**src/rtl/core/sorted_insert_priority_queue_defines.svh**
```systemverilog
// ----------------------------------------------------------------------------
// sorted_insert_priority_queue_defines
// Assertion macros for the sorted insertion priority queue.
// ----------------------------------------------------------------------------
`ifndef SORTED_INSERT_PRIORITY_QUEUE_DEFINES_SVH
`define SORTED_INSERT_PRIORITY_QUEUE_DEFINES_SVH

`ifndef SYNTH

// same-cycle implication, clocked on i_clk, off during reset
`define SIPQ_ASSERT_IMPL(lbl, ante, cons) \
lbl: assert property (@(posedge i_clk) disable iff (!i_rst_n) (ante) |-> (cons)) \
    else $error("sipq assertion failed");

// next-cycle implication
`define SIPQ_ASSERT_NEXT(lbl, ante, cons) \
lbl: assert property (@(posedge i_clk) disable iff (!i_rst_n) (ante) |=> (cons)) \
    else $error("sipq assertion failed");

`else

`define SIPQ_ASSERT_IMPL(lbl, ante, cons)
`define SIPQ_ASSERT_NEXT(lbl, ante, cons)

`endif

`endif

```
**src/rtl/core/sipq_pkg.sv**
```systemverilog
`timescale 1ns / 1ps
// ----------------------------------------------------------------------------
// sipq_pkg
// Shared types and constants for the sorted insertion priority queue.
// ----------------------------------------------------------------------------
package sipq_pkg;

    localparam int DEPTH_DEF        = 16;
    localparam int KEY_BITS_DEF     = 20;
    localparam int PAYLOAD_BITS_DEF = 16;

    localparam int CAP_BITS    = 5;
    localparam int OCC_BITS    = 5;
    localparam int STATUS_BITS = 2;
    localparam int APB_DATA_W  = 32;
    localparam int APB_ADDR_W  = 3;

    localparam logic [CAP_BITS-1:0] CAP_RESET = 5'd16;

    // register index, taken from paddr above the byte offset
    localparam logic [APB_ADDR_W-3:0] REG_CAPACITY = 1'b0;

    typedef enum logic {
        OP_ENQ = 1'b0,
        OP_DEQ = 1'b1
    } t_op;

    typedef enum logic [STATUS_BITS-1:0] {
        ST_DONE  = 2'd0,
        ST_EMPTY = 2'd1,
        ST_FULL  = 2'd2
    } t_status;

    // per-cycle command broadcast to every cell of the row
    typedef struct packed {
        logic ins;   // sorted insert of the new item
        logic deq;   // shift every entry one place toward the head
    } t_cell_ctl;

endpackage

```
**src/rtl/core/sipq_cell.sv**
```systemverilog
`timescale 1ns / 1ps
// ----------------------------------------------------------------------------
// sipq_cell
// One entry of the sorted row: holds a key and payload, decides locally
// whether it keeps its entry, takes the new item or takes a neighbor's.
// ----------------------------------------------------------------------------
module sipq_cell #(
    parameter int KEY_BITS     = sipq_pkg::KEY_BITS_DEF,
    parameter int PAYLOAD_BITS = sipq_pkg::PAYLOAD_BITS_DEF
) (
    input  logic                    i_clk,
    input  sipq_pkg::t_cell_ctl     i_ctl,
    input  logic                    i_occ,        // cell holds a live entry
    input  logic [KEY_BITS-1:0]     i_new_key,
    input  logic [PAYLOAD_BITS-1:0] i_new_payload,
    input  logic                    i_prev_keep,  // neighbor toward head keeps
    input  logic [KEY_BITS-1:0]     i_prev_key,
    input  logic [PAYLOAD_BITS-1:0] i_prev_payload,
    input  logic [KEY_BITS-1:0]     i_next_key,
    input  logic [PAYLOAD_BITS-1:0] i_next_payload,
    output logic                    o_keep,
    output logic [KEY_BITS-1:0]     o_key,
    output logic [PAYLOAD_BITS-1:0] o_payload
);
    import sipq_pkg::*;

    logic [KEY_BITS-1:0]     r_key;
    logic [PAYLOAD_BITS-1:0] r_payload;
    logic [KEY_BITS-1:0]     n_key;
    logic [PAYLOAD_BITS-1:0] n_payload;

    // equal keys stay ahead of the new item
    assign o_keep    = i_occ && (r_key <= i_new_key);
    assign o_key     = r_key;
    assign o_payload = r_payload;

    always_comb begin
        n_key     = r_key;
        n_payload = r_payload;
        if (i_ctl.ins && !o_keep) begin
            if (i_prev_keep) begin
                n_key     = i_new_key;
                n_payload = i_new_payload;
            end else begin
                n_key     = i_prev_key;
                n_payload = i_prev_payload;
            end
        end else if (i_ctl.deq) begin
            n_key     = i_next_key;
            n_payload = i_next_payload;
        end
    end

    always_ff @(posedge i_clk) begin
        r_key     <= n_key;
        r_payload <= n_payload;
    end

endmodule

```
**src/rtl/core/sorted_insert_priority_queue.sv**
```systemverilog
`timescale 1ns / 1ps
// ----------------------------------------------------------------------------
// sorted_insert_priority_queue
// Bounded priority queue kept sorted in a row of cells, head at cell zero.
// ----------------------------------------------------------------------------
// Takes one operation per clock: every cell compares its key with the new key
// in parallel and the whole row shifts or inserts in the same cycle, so the
// only state that sets the rate is the row, the entry count and the output
// register. The result is registered when the item is taken, and
// a new item is taken in the cycle a waiting result leaves, giving one item
// per cycle while the downstream side is ready. Equal keys leave in arrival
// order. No clearing pass runs after reset; cells past the count hold junk
// that is never shown.
// ----------------------------------------------------------------------------
`include "sorted_insert_priority_queue_defines.svh"

module sorted_insert_priority_queue #(
    parameter int DEPTH        = sipq_pkg::DEPTH_DEF,
    parameter int KEY_BITS     = sipq_pkg::KEY_BITS_DEF,
    parameter int PAYLOAD_BITS = sipq_pkg::PAYLOAD_BITS_DEF,
    localparam int IN_TDATA_W  = ((KEY_BITS + PAYLOAD_BITS + 7) / 8) * 8,
    localparam int OUT_TDATA_W =
        ((KEY_BITS + PAYLOAD_BITS + sipq_pkg::OCC_BITS + 7) / 8) * 8,
    localparam int OUT_TUSER_W = 1 + sipq_pkg::STATUS_BITS
) (
    input  logic                              i_clk,
    input  logic                              i_rst_n,
    // input items
    input  logic                              s_axis_tvalid,
    output logic                              s_axis_tready,
    input  logic [IN_TDATA_W-1:0]             s_axis_tdata,  // item_key, item_payload
    input  logic [0:0]                        s_axis_tuser,  // operation
    // result items
    output logic                              m_axis_tvalid,
    input  logic                              m_axis_tready,
    output logic [OUT_TDATA_W-1:0]            m_axis_tdata,  // out_key, out_payload, occupancy
    output logic [OUT_TUSER_W-1:0]            m_axis_tuser,  // out_valid, status
    // configuration
    input  logic                              psel,
    input  logic                              penable,
    input  logic                              pwrite,
    input  logic [sipq_pkg::APB_ADDR_W-1:0]   paddr,
    input  logic [sipq_pkg::APB_DATA_W-1:0]   pwdata,
    output logic [sipq_pkg::APB_DATA_W-1:0]   prdata,
    output logic                              pready
);
    import sipq_pkg::*;

    localparam int CW   = $clog2(DEPTH + 1);
    localparam int CMPW = (CW > CAP_BITS) ? CW : CAP_BITS;

    // configuration
    logic [CAP_BITS-1:0]   r_cap;
    logic [CAP_BITS-1:0]   w_cap_min1;
    logic                  w_reg_hit;

    // queue control
    logic [CW-1:0]         r_count;
    logic [CW-1:0]         n_count;
    logic [CMPW-1:0]       w_count_ext;
    logic                  w_accept;
    t_op                   w_op;
    logic [KEY_BITS-1:0]   w_new_key;
    logic [PAYLOAD_BITS-1:0] w_new_payload;
    logic                  w_full;
    logic                  w_empty;
    t_cell_ctl             w_ctl;

    // cell row
    logic                    w_occ     [DEPTH];
    logic                    w_keep    [DEPTH];
    logic [KEY_BITS-1:0]     w_key     [DEPTH];
    logic [PAYLOAD_BITS-1:0] w_payload [DEPTH];

    // output register
    logic                    r_out_vld;
    logic                    r_res_valid;
    logic [KEY_BITS-1:0]     r_res_key;
    logic [PAYLOAD_BITS-1:0] r_res_payload;
    t_status                 r_res_status;
    logic [OCC_BITS-1:0]     r_res_occ;
    t_status                 n_res_status;

    // ---------------------------------------------------------------- APB
    assign pready    = 1'b1;
    assign w_reg_hit = (paddr[APB_ADDR_W-1:2] == REG_CAPACITY);
    assign prdata    = w_reg_hit ? APB_DATA_W'(r_cap) : '0;

    always_ff @(posedge i_clk) begin
        if (!i_rst_n) begin
            r_cap <= CAP_RESET;
        end else if (psel && penable && pwrite && pready && w_reg_hit) begin
            r_cap <= pwdata[CAP_BITS-1:0];
        end
    end

    // capacity zero acts as one; above DEPTH the count check caps it
    assign w_cap_min1 = (r_cap == '0) ? CAP_BITS'(1) : r_cap;

    // ------------------------------------------------------------ control
    assign s_axis_tready = !r_out_vld || m_axis_tready;
    assign w_accept      = s_axis_tvalid && s_axis_tready;
    assign w_op          = t_op'(s_axis_tuser[0]);
    assign w_new_key     = s_axis_tdata[KEY_BITS-1:0];
    assign w_new_payload = s_axis_tdata[KEY_BITS +: PAYLOAD_BITS];

    assign w_empty = (r_count == '0);
    assign w_full  = (r_count >= CW'(DEPTH)) ||
                     (CMPW'(r_count) >= CMPW'(w_cap_min1));

    always_comb begin
        w_ctl        = '0;
        n_count      = r_count;
        n_res_status = ST_DONE;
        if (w_accept) begin
            case (w_op)
                OP_ENQ: begin
                    if (w_full) begin
                        n_res_status = ST_FULL;
                    end else begin
                        w_ctl.ins = 1'b1;
                        n_count   = r_count + CW'(1);
                    end
                end
                OP_DEQ: begin
                    if (w_empty) begin
                        n_res_status = ST_EMPTY;
                    end else begin
                        w_ctl.deq = 1'b1;
                        n_count   = r_count - CW'(1);
                    end
                end
                default: begin
                    n_res_status = ST_DONE;
                end
            endcase
        end
    end

    assign w_count_ext = CMPW'(n_count);

    always_ff @(posedge i_clk) begin
        if (!i_rst_n) begin
            r_count <= '0;
        end else begin
            r_count <= n_count;
        end
    end

    // ----------------------------------------------------------- cell row
    for (genvar k = 0; k < DEPTH; k++) begin : g_cell
        logic                    w_pk;
        logic [KEY_BITS-1:0]     w_pkey;
        logic [PAYLOAD_BITS-1:0] w_ppay;
        logic [KEY_BITS-1:0]     w_nkey;
        logic [PAYLOAD_BITS-1:0] w_npay;

        assign w_occ[k] = (CW'(k) < r_count);

        if (k == 0) begin : g_head
            assign w_pk   = 1'b1;
            assign w_pkey = w_new_key;
            assign w_ppay = w_new_payload;
        end else begin : g_body
            assign w_pk   = w_keep[k-1];
            assign w_pkey = w_key[k-1];
            assign w_ppay = w_payload[k-1];
        end

        if (k == DEPTH - 1) begin : g_last
            assign w_nkey = w_key[k];
            assign w_npay = w_payload[k];
        end else begin : g_mid
            assign w_nkey = w_key[k+1];
            assign w_npay = w_payload[k+1];
        end

        sipq_cell #(
            .KEY_BITS     (KEY_BITS),
            .PAYLOAD_BITS (PAYLOAD_BITS)
        ) u_cell (
            .i_clk          (i_clk),
            .i_ctl          (w_ctl),
            .i_occ          (w_occ[k]),
            .i_new_key      (w_new_key),
            .i_new_payload  (w_new_payload),
            .i_prev_keep    (w_pk),
            .i_prev_key     (w_pkey),
            .i_prev_payload (w_ppay),
            .i_next_key     (w_nkey),
            .i_next_payload (w_npay),
            .o_keep         (w_keep[k]),
            .o_key          (w_key[k]),
            .o_payload      (w_payload[k])
        );
    end

    // ------------------------------------------------------ result output
    always_ff @(posedge i_clk) begin
        if (!i_rst_n) begin
            r_out_vld <= 1'b0;
        end else if (w_accept) begin
            r_out_vld <= 1'b1;
        end else if (m_axis_tready) begin
            r_out_vld <= 1'b0;
        end
    end

    always_ff @(posedge i_clk) begin
        if (w_accept) begin
            r_res_valid   <= w_ctl.deq;
            r_res_key     <= w_ctl.deq ? w_key[0]     : '0;
            r_res_payload <= w_ctl.deq ? w_payload[0] : '0;
            r_res_status  <= n_res_status;
            r_res_occ     <= w_count_ext[OCC_BITS-1:0];
        end
    end

    assign m_axis_tvalid = r_out_vld;
    assign m_axis_tdata  = OUT_TDATA_W'({r_res_occ, r_res_payload, r_res_key});
    assign m_axis_tuser  = {r_res_status, r_res_valid};

    // --------------------------------------------------------- assertions
    `SIPQ_ASSERT_IMPL(a_count_bound, 1'b1, r_count <= CW'(DEPTH))
    `SIPQ_ASSERT_IMPL(a_head_sorted, r_count >= CW'(2), w_key[0] <= w_key[1])
    `SIPQ_ASSERT_NEXT(a_deq_count, w_ctl.deq, (r_count + CW'(1)) == $past(r_count))
    `SIPQ_ASSERT_IMPL(a_valid_done, r_out_vld && r_res_valid, r_res_status == ST_DONE)

endmodule

```
**config.mk**
```make
export PLATFORM = sky130hd
export DESIGN_NAME = sorted_insert_priority_queue
export DESIGN_NICKNAME = d
export VERILOG_FILES = /design/src/rtl/core/sipq_pkg.sv /design/src/rtl/core/sipq_cell.sv /design/src/rtl/core/sorted_insert_priority_queue.sv
export VERILOG_INCLUDE_DIRS = /design/src /design/src/rtl/core
export SDC_FILE = /design/constraint.sdc
export NUM_CORES = 2
export LEC_CHECK = 0
export ABC_CLOCK_PERIOD_IN_PS = 10300
export BUFFER_PORTS_ARGS = -buffer_cell sky130_fd_sc_hd__buf_2
export CAP_MARGIN = 20
export CORE_UTILIZATION = 62
export CTS_BUF_LIST = sky130_fd_sc_hd__clkbuf_16
export DETAILED_ROUTE_END_ITERATION = 6
export GPL_ROUTABILITY_DRIVEN = 0
export HOLD_SLACK_MARGIN = 0.15
export PLACE_DENSITY = 0.8
export SYNTH_ARGS = -nofsm -noshare
export SYNTH_HDL_FRONTEND = slang
export SYNTH_SLANG_ARGS = --single-unit
```
**constraint.sdc**
```tcl
create_clock -name i_clk -period 10.3 [get_ports i_clk]
set_input_delay 0.515 -clock i_clk [delete_from_list [all_inputs] [get_ports i_clk]]
set_output_delay 0.515 -clock i_clk [all_outputs]
set_load 0.01 [all_outputs]
```
==> flow_summary.yaml <==
worst_setup_path:
  startpoint_type: "flip-flop"
  crit_chain: "ha_1, a211o_1, a311oi_2, nand2_1, buf_4, inv_6, buf_12, o211ai_1, nand2_1, buf_4"
  reg2reg_slack_ns: 5.38
  path_delay_family: "buffers and inverters"
  cp-end-kind: "flip-flop"
  worst-path-buf-inv: 4
  crit_type: "reg -> reg"
  cpPeakStageDelay_ns: 0.73
  r2r_cells: 10
  slowest_stage: "dfxtp_1"
  cp.required_ns: 10.60
  r2r_end: "g_cell[13].u_cell.o_payload[9]"
  cp_max_fo: 123
  r2r-start: "r_count[4]"
  worst-path-stages: 10
  startpoint: "r_count[4]"
  cp-endpoint: "g_cell[13].u_cell.o_payload[9]"
  cp.arrival_ns: 5.22
logic_synthesis:
  synth_top_area_frac: 0.464
  synth_top_flop_cell: "edfxtp_1"
  synth_commonest_cells: "edfxtp_1 (620), a21oi_1 (316), ha_1 (308)"
  synth-seq-area-share: 0.470
  syn_inst: 3707
  yosys.area.top_type: "edfxtp_1"
  synth_area_mm2: 0.0401
  synth_fa_ha_area_frac: 0.0961
  async_flop_share: 0
  synth_xor_area_frac: 0.000218
  yosysMostFrequentCell: "edfxtp_1"
  ys_ff_latch: 631
  yosys-top-cells-area: "edfxtp_1 (46%), ha_1 (9.6%), mux2_2 (6.5%)"
  synth-simple-area-share: 0.0932
  synth_edf_count: 620
  synth-warning-count: 0
  syn_area_per_cell_um2: 10.8
  ys_types: 69
  synth_compound_area_frac: 0.168
  synth.area.mux_share: 0.129
  synth_top_family_by_area: "compound AO/OA/AOI/OAI gates"
clock_tree:
  post_cts_buffers: 0
  clock_path_buffers: 3
  cts_made_buffers: 70
  clock_sinks: 631
  cts_tree: "done"
  clockRootBuffer: "clkbuf_16"
  clk_pin_slew_ns: 0.06
  clock_latency_ns: 0.65
  h-tree-depth: 3
final_layout:
  area_growth_pct: 8.11
  fin_nets: 4071
  drive_gt1_frac: 0.154
  fillers: 4708
drt:
  first_pass_iters: 6
  vias_per_cell: 6.81
  postRouteAntennaNets: 0
  avgRoutedWirePerCell_um: 23.3
  vias: 31186
  wirelength_mm: 107
  drc_errors: 0
  drt_iter0_drc: 3166
die:
  core_area_mm2: 0.0635
  io_pins: 169
  die_w_um: 256
  core.rowCount: 92
  die_y_um: 256
  start_util: 0.631
  die_area_mm2: 0.0657
sta:
  finalHoldViolations: 0
  fin_crit_ns: 4.92
  fin_skew_ns: 0.0169
  worstMarginPinSlew_ns: 1.04
  hold_ws_ns: 0.211
  period_share: 0.478
  report.final.setup_viol: 0
  max_freq_mhz: 203
  fin_tns_setup_ns: 0
  maxSlewViolCount: 0
  rsz0062_at_grt: "no"
  relSlewSlack: 0.308
global_route:
  antenna_found_initial: 4
  grt_pass1_vias: 30899
  grt_overflow: 0
  grt_first_pass_wirelength_mm: 168
  grtUsageTotal: 0.320
  grt_max_degree: 124
power_and_ir_drop:
  leakage_nw: 16.8
  ir_drop_v: 0.000150
  p_per_area_mw_per_mm2: 167
  power_mw: 7.23
outcome:
  status: "completed"
placed_design:
  dp.final_hpwl_mm: 74.1
  port_buffers: 100
run:
  cap_violations: 0
min_path:
  hold_path_class: "in -> reg"
  holdPathStages: 3
sequential cells by signal, summed over array words and instances (netlist names):
name                     flops
g_cell.u_cell.o_key        320
g_cell.u_cell.o_payload    256
r_res_key                   20
r_res_payload               16
r_cap                        5
r_count                      5
r_res_occ                    5
r_res_status                 2
m_axis_tvalid                1
r_res_valid                  1
metal layers:
layer | GRT usage | wire length [um] | vias up | share of wire
met1 | 0.434 | 43000 | 15071 | 0.40
met4 | 0.110 | 3410 | 4 | 0.032
met2 | 0.521 | 51200 | 1541 | 0.48
met3 | 0.0521 | 9000 | 311 | 0.084
met5 | 0 | 22 | - | 0.00021
li1 | - | - | 14259 | -
area by class of cell:
class | count | area (um^2) | share of cell area
antenna | 5 | 12.5 | 0.000288
clock buffer | 71 | 1780 | 0.0410
clock inverter | 51 | 352 | 0.00811
inverter | 58 | 223 | 0.00513
multi-input combinational | 2721 | 19800 | 0.456
sequential | 631 | 18800 | 0.434
tap | 846 | 1060 | 0.0244
timing repair buffer | 198 | 1330 | 0.0307
cell usage in the layout (no fill, tap or decap), types with 13 or more instances in the layout:
cell type and instances:
clkinv_1 20, nor3_1 18, o211ai_1 13, clkbuf_16 71, edfxtp_1 620, inv_1 72, o22ai_1 35, o21ai_0 248
ha_1 308, a21o_1 24, a32o_1 36, nor2b_1 14, mux2_2 233, buf_2 100, and2_1 54, nand3_1 135
mux2i_1 188, buf_4 85, nand2_1 300, mux2_4 25, nor2_1 139, a2bb2oi_1 37, a21oi_1 311, conb_1 35
o32ai_1 38, mux2_1 25, nand4_1 68, a31oi_1 289
worst min path at each step:
| stage | from | to | slack [ns] |
|---|---|---|---|
| finish | m_axis_tready | m_axis_tvalid | 0.21 |
| global placement | r_cap[0] | r_cap[0] | 0.50 |
| detailed placement | r_cap[0] | r_cap[0] | 0.51 |
| floorplan | r_cap[0] | r_cap[0] | 0.49 |
| CTS | m_axis_tready | m_axis_tvalid | 0.20 |
| global route | i_rst_n | r_cap[2] | 0.22 |
tightest hold or removal path, cell delays in order:
cell and delay [ns]:
buf_2 0.07, nand2b_1 0.12, a21boi_0 0.09
per-stage QoR:
step	setup slack (ns)	area (um^2)	util	std cells
finish	5.38	43400	0.683	4581
CTS	5.46	43300	0.681	4572
global placement	4.98	41100	0.646	4442
detailed placement	4.88	41100	0.647	4443
global route	5.14	43400	0.682	4576
floorplan	4.80	40200	-	3740
kinds of logic (layout without fill, tap and decap cells):
family                     count (synthesis)  in the layout
and+or+nand+nor                          796            796
xor gates and xnor gates                   1              1
adders and majority gates                308            308
DFF                                      631            631
buffers and inverters                    388            378
other                                      2             40
muxes                                    471            471
AOI/OAI and AO/OA                       1110           1110
report_power, final:
group	leakage [nW]	internal, mW	switching [mW]
Clock	1.10	1.33	1.07
Sequential	5.92	3.20	0.189
Combinational	9.79	0.567	0.874
Total	16.8	5.09	2.14
repair_timing:
item                      in CTS  in global routing
hold endpoints to repair       6                  0
gates resized for setup        0                  0
hold buffers                   7                  0
(Power assumes the default switching activity.)
